File: src/hdl/rsp_pkg.sv
// Shared types and constants for the radix select push counter.
package rsp_pkg;

    // Count width and modulus; the modulus is a multiple of 10^4 and 8^4
    localparam int COUNT_W = 22;
    localparam logic [COUNT_W-1:0] COUNT_MODULUS = 22'd2560000;

    // Key codes that clear the count
    localparam logic [7:0] KEY_CLEAR_A = 8'd115;
    localparam logic [7:0] KEY_CLEAR_B = 8'd114;

    // Switch codes
    localparam logic [7:0] SW_NEXT_RADIX = 8'd1;
    localparam logic [7:0] SW_ADD_SQUARE = 8'd2;
    localparam logic [7:0] SW_ADD_RADIX  = 8'd3;
    localparam logic [7:0] SW_ADD_ONE    = 8'd4;

    // Radix codes
    localparam logic [1:0] RADIX_DEC = 2'd0;
    localparam logic [1:0] RADIX_OCT = 2'd1;
    localparam logic [1:0] RADIX_QUA = 2'd2;
    localparam logic [1:0] RADIX_BIN = 2'd3;

    // Divide by ten through a reciprocal: q = (v * DIV10_MULT) >> DIV10_SHIFT,
    // exact for every 22-bit v
    localparam int DIV10_SHIFT = 26;
    localparam logic [22:0] DIV10_MULT = 23'd6710887;

    // Maximum number of digits on the result
    localparam int SHOWN_MAX = 4;

    typedef enum logic [1:0] {
        ST_IDLE,
        ST_UPDATE,
        ST_CONVERT,
        ST_EMIT
    } rsp_state_t;

    // Commands from the controller to the datapath
    typedef struct packed {
        logic capture;   // latch the input transfer
        logic update;    // apply clear and switch, seed the conversion
        logic step;      // produce one digit
        logic emit;      // load the output register
    } rsp_cmd_t;

    // Status from the datapath to the controller
    typedef struct packed {
        logic last_digit;
    } rsp_status_t;

    // Base of a radix code
    function automatic logic [3:0] radix_base(input logic [1:0] code);
        logic [3:0] b;
        case (code)
            RADIX_DEC: b = 4'd10;
            RADIX_OCT: b = 4'd8;
            RADIX_QUA: b = 4'd4;
            RADIX_BIN: b = 4'd2;
            default:   b = 4'd10;
        endcase
        return b;
    endfunction

    // Square of the base of a radix code
    function automatic logic [6:0] radix_square(input logic [1:0] code);
        logic [6:0] s;
        case (code)
            RADIX_DEC: s = 7'd100;
            RADIX_OCT: s = 7'd64;
            RADIX_QUA: s = 7'd16;
            RADIX_BIN: s = 7'd4;
            default:   s = 7'd100;
        endcase
        return s;
    endfunction

endpackage

File: src/hdl/rsp_ctrl.sv
// Controller state machine for the radix select push counter.
module rsp_ctrl
(
    input  logic                clk,
    input  logic                rst_n,
    input  logic                in_valid,
    output logic                in_ready,
    output logic                out_valid,
    input  logic                out_ready,
    input  rsp_pkg::rsp_status_t status,
    output rsp_pkg::rsp_cmd_t   cmd
);
    import rsp_pkg::*;

    rsp_state_t state_reg;
    rsp_state_t state_next;
    logic       out_valid_reg;
    logic       out_valid_next;

    // State and output-valid registers
    always_ff @(posedge clk or negedge rst_n)
    begin
        if (!rst_n)
        begin
            state_reg     <= ST_IDLE;
            out_valid_reg <= 1'b0;
        end
        else
        begin
            state_reg     <= state_next;
            out_valid_reg <= out_valid_next;
        end
    end

    // Next state and commands
    always_comb
    begin
        state_next  = state_reg;
        cmd         = '0;
        in_ready    = 1'b0;
        case (state_reg)
            ST_IDLE:
            begin
                in_ready = 1'b1;
                if (in_valid)
                begin
                    cmd.capture = 1'b1;
                    state_next  = ST_UPDATE;
                end
            end
            ST_UPDATE:
            begin
                cmd.update = 1'b1;
                state_next = ST_CONVERT;
            end
            ST_CONVERT:
            begin
                cmd.step = 1'b1;
                if (status.last_digit)
                begin
                    state_next = ST_EMIT;
                end
            end
            ST_EMIT:
            begin
                // wait until the output register is free or being drained
                if (!out_valid_reg || out_ready)
                begin
                    cmd.emit   = 1'b1;
                    state_next = ST_IDLE;
                end
            end
            default:
            begin
                state_next = ST_IDLE;
            end
        endcase

        if (cmd.emit)
        begin
            out_valid_next = 1'b1;
        end
        else if (out_ready)
        begin
            out_valid_next = 1'b0;
        end
        else
        begin
            out_valid_next = out_valid_reg;
        end
    end

    assign out_valid = out_valid_reg;

endmodule

File: config.mk
export PLATFORM = sky130hd
export DESIGN_NAME = rsp_ctrl
export DESIGN_NICKNAME = d
export VERILOG_FILES = /design/src/hdl/rsp_pkg.sv /design/src/hdl/rsp_ctrl.sv
export SDC_FILE = /design/constraint.sdc
export NUM_CORES = 1
export LEC_CHECK = 0
export BUFFER_PORTS_ARGS = -buffer_cell sky130_fd_sc_hd__buf_4
export CORE_AREA = 3 3 40 42
export CTS_BUF_LIST = sky130_fd_sc_hd__clkbuf_4 sky130_fd_sc_hd__clkbuf_8 sky130_fd_sc_hd__clkbuf_16
export DETAILED_ROUTE_END_ITERATION = 8
export DIE_AREA = 0 0 43 45
export GPL_ROUTABILITY_DRIVEN = 0
export SLEW_MARGIN = 30
export SYNTH_ARGS = -nofsm -noshare
export SYNTH_HDL_FRONTEND = slang
export SYNTH_SLANG_ARGS = --single-unit
export TNS_END_PERCENT = 5
File: constraint.sdc
create_clock -name clk -period 2.99 [get_ports clk]
set_input_delay 0.1495 -clock clk [delete_from_list [all_inputs] [get_ports clk]]
set_output_delay 0.1495 -clock clk [all_outputs]
set_load 0.05 [all_outputs]
==> run summary <==
By count the netlist is led by 4 x sky130_fd_sc_hd__ha_1, 4 x sky130_fd_sc_hd__inv_1, 3 x sky130_fd_sc_hd__dfrtp_1. Setup repair after global routing left no endpoint under its margin. Yosys attributes the largest share of cell area to sky130_fd_sc_hd__dfrtp_1 33%, sky130_fd_sc_hd__ha_1 22%, sky130_fd_sc_hd__inv_1 6.6%, sky130_fd_sc_hd__mux2_4 6.6%, sky130_fd_sc_hd__o221ai_2 6.6%.

The synthesized netlist cell count was 21. The worst setup path is launched from a flop. The global routing usage summed across all routing layers is 6.85%. The run finished with clean final reports.

Counting the buffers created by CTS gives 3. For this run, design rule violations remaining after detail routing come to 0. The maximum frequency from static timing analysis was 707 MHz. The routed design has 457 um of wire.

The worst hold-check path type is in -> reg. The worst path uses 47.3% of the clock period. The shortest clock period the worst path allows after layout is 1.41 ns, and the source-to-sink clock delay at the later pin of the worst-skew pair is 0.24 ns. For the pin with the worst max-slew slack, the measured transition is 0.207 ns. For this run, the detailed router's first-pass iteration total came to 4. The die covers 0.00194 mm2. 0 antenna diodes ended up in the layout. Routed length per placed instance: 9.14 um. The die is 45 um tall.

For this run, the share of the core covered by cells in the final layout is 27.5%. Clock-pin slew was measured on the worst setup and hold paths at 0.04 ns. Critical path buffer and inverter count: 2. At the worst endpoint, the required time is 3.11 ns.

Counting the fill cells in the layout gives 140. The logs give 1 for the H-tree depth and 11 for the total I/O pin count. The count of different cell masters after synthesis is 11, and the count of buffers inserted at the top-level ports is 10. The run gives 0 as the count of final max-slew check failures.

Global routing finished with a remaining overflow of 0. The logs give 0 for the reported max-cap violation count and 17.6% for the starting density of the core. STA puts the critical path data arrival time at 1.53 ns. The top cell type's share of synthesized area is 33.1%, and the global-route wire length before repair is 779 um. The cell area after technology mapping was 226 um2; the number of nets in the synthesized netlist was 30. The per-instance average area after synthesis came out at 10.8 um2. The clock root buffer master is sky130_fd_sc_hd__clkbuf_4. The number of flops mapped to enable cells by yosys is 0.

TritonCTS built the clock tree. Among all stages on the critical path, the largest delay is contributed by sky130_fd_sc_hd__dfrtp_1. The half-perimeter wire length after placement is 376 um. The post-route setup TNS is 0 ns, and the flip-flop count of the largest register, all copies and words added is 2.

Relative to the synthesized area, the layout overhead comes to 55.8%. The cell that appears most often on the critical path is sky130_fd_sc_hd__inv_1. The critical path goes through inv_1 > ha_1 > inv_1 > o221ai_2 > mux2_4. The run gives 3 as the CTS sink count. Grouping stages by cell kind, the critical path spends the most delay in flip-flops. Entering global routing, the biggest net connects 5 pins.

The width of the die is 43 um. After floorplanning, the core was sized to cover 0.00128 mm2. The final layout contains 45 nets. After detailed routing, the number of vias per cell comes to 3.74. The worst setup path is of the reg -> reg kind. In the synthesized netlist the dominant register cell turns out to be sky130_fd_sc_hd__dfrtp_1.

The hold violation count in the final report is 0, and the delay of the slowest cell on the worst path is 0.39 ns. Of all nets on the critical path, the largest fanout is 3. The count of vias placed by the detailed router is 187, and the maximum clock skew at final layout is 0.00409 ns. The number of DRC violations after detailed-routing iteration 0 is 1, and the number of global-route vias before repair is 193. The proportion of register bits with asynchronous set or reset after synthesis is 100%, and the register bit count reported by yosys is 3. The part of the Yosys area used for sequential elements is 33.1%, and the number of antenna violations at the first check in global routing is 0. The post-route netlist has 48.6% of its cells at a drive strength greater than 1. The worst setup path is captured at a flop. After floorplanning, the core was divided into 13 placement rows. The total of endpoints with negative setup slack in the final report is 0, and the number of synthesis warnings is 0. The worst slew margin relative to its limit is 86.2%, and the number of routed nets with antenna violations is 0. The largest total area in the synthesized netlist belongs to sky130_fd_sc_hd__dfrtp_1.

The run gives 2 as the number of buffers on the longest clock path.
## worst paths after layout
check | from | end | slack, ns | depth (start not counted)
max | state_reg[0] | state_reg[1] | 1.58 | 5
min | out_ready | out_valid | 0.20 | 3
max reg2reg | state_reg[0] | state_reg[1] | 1.58 | 5
min reg2reg | out_valid | out_valid | 0.57 | 2
max in group asynchronous | rst_n | state_reg[0] | 2.66 | 2
min in group asynchronous | rst_n | out_valid | 0.24 | 2
## repair_timing
item                                    CTS  global route
resized for setup                         0             0
hold buffers                              1             0
buffers inserted                          0             0
endpoints found under the setup margin    0             0
endpoints found under the hold margin     3             0
## worst reg2reg max path, stage by stage, from the launching register on
cell and delay, ns:
sky130_fd_sc_hd__dfrtp_1 0.39, sky130_fd_sc_hd__inv_1 0.10, sky130_fd_sc_hd__ha_1 0.19, sky130_fd_sc_hd__inv_1 0.07, sky130_fd_sc_hd__o221ai_2 0.22, sky130_fd_sc_hd__mux2_4 0.32
## placed cells by master (no fill, tap or decap), drive strengths merged, types with 2 or more instances in the layout
| master | count |
|---|---|
| clkbuf | 4 |
| and2 | 2 |
| nand2b | 2 |
| dfrtp | 3 |
| ha | 4 |
| inv | 4 |
| buf | 10 |
## per-layer routing
metal | GRT usage [%] | routed length (um) | vias up
met5 | 0 | 0 | -
met4 | 7.23 | 17 | 0
met3 | 7.17 | 69 | 5
met2 | 8.68 | 215 | 8
met1 | 5.60 | 155 | 81
li1 | - | - | 93
## metrics by stage
| step | hold slack, ns | std cells | instance area [um2] | setup WS (ns) |
|---|---|---|---|---|
| after floorplan | -0.146 | 21 | 226 | 1.25 |
| after global placement | -0.0580 | 45 | 313 | 1.58 |
| after detailed placement | -0.0565 | 45 | 313 | 1.57 |
| after CTS | 0.196 | 50 | 353 | 1.55 |
| after global routing | 0.214 | 50 | 353 | 1.46 |
| final | 0.199 | 50 | 353 | 1.58 |
## cell families after synthesis
group                      Yosys count  synth area share, %
buffers and inverters                5                 9.94
adders and majority gates            4                 22.1
muxes                                1                 6.63
and+or+nand+nor                      6                 18.2
AOI/OAI and AO/OA                    2                 9.94
DFF                                  3                 33.1
## final cells by class
type                    instances  area, um2  area share, %
flip-flops and latches          3       75.1           21.3
clock buffers                   4       30.0           8.51
multi-input cells              13        129           36.5
repair buffers                 11       85.1           24.1
inverters                       4       15.0           4.26
well taps                      15       18.8           5.32
Power is not shown: default switching activity piles up to over one toggle a cycle in this logic, so the estimate is an artifact.
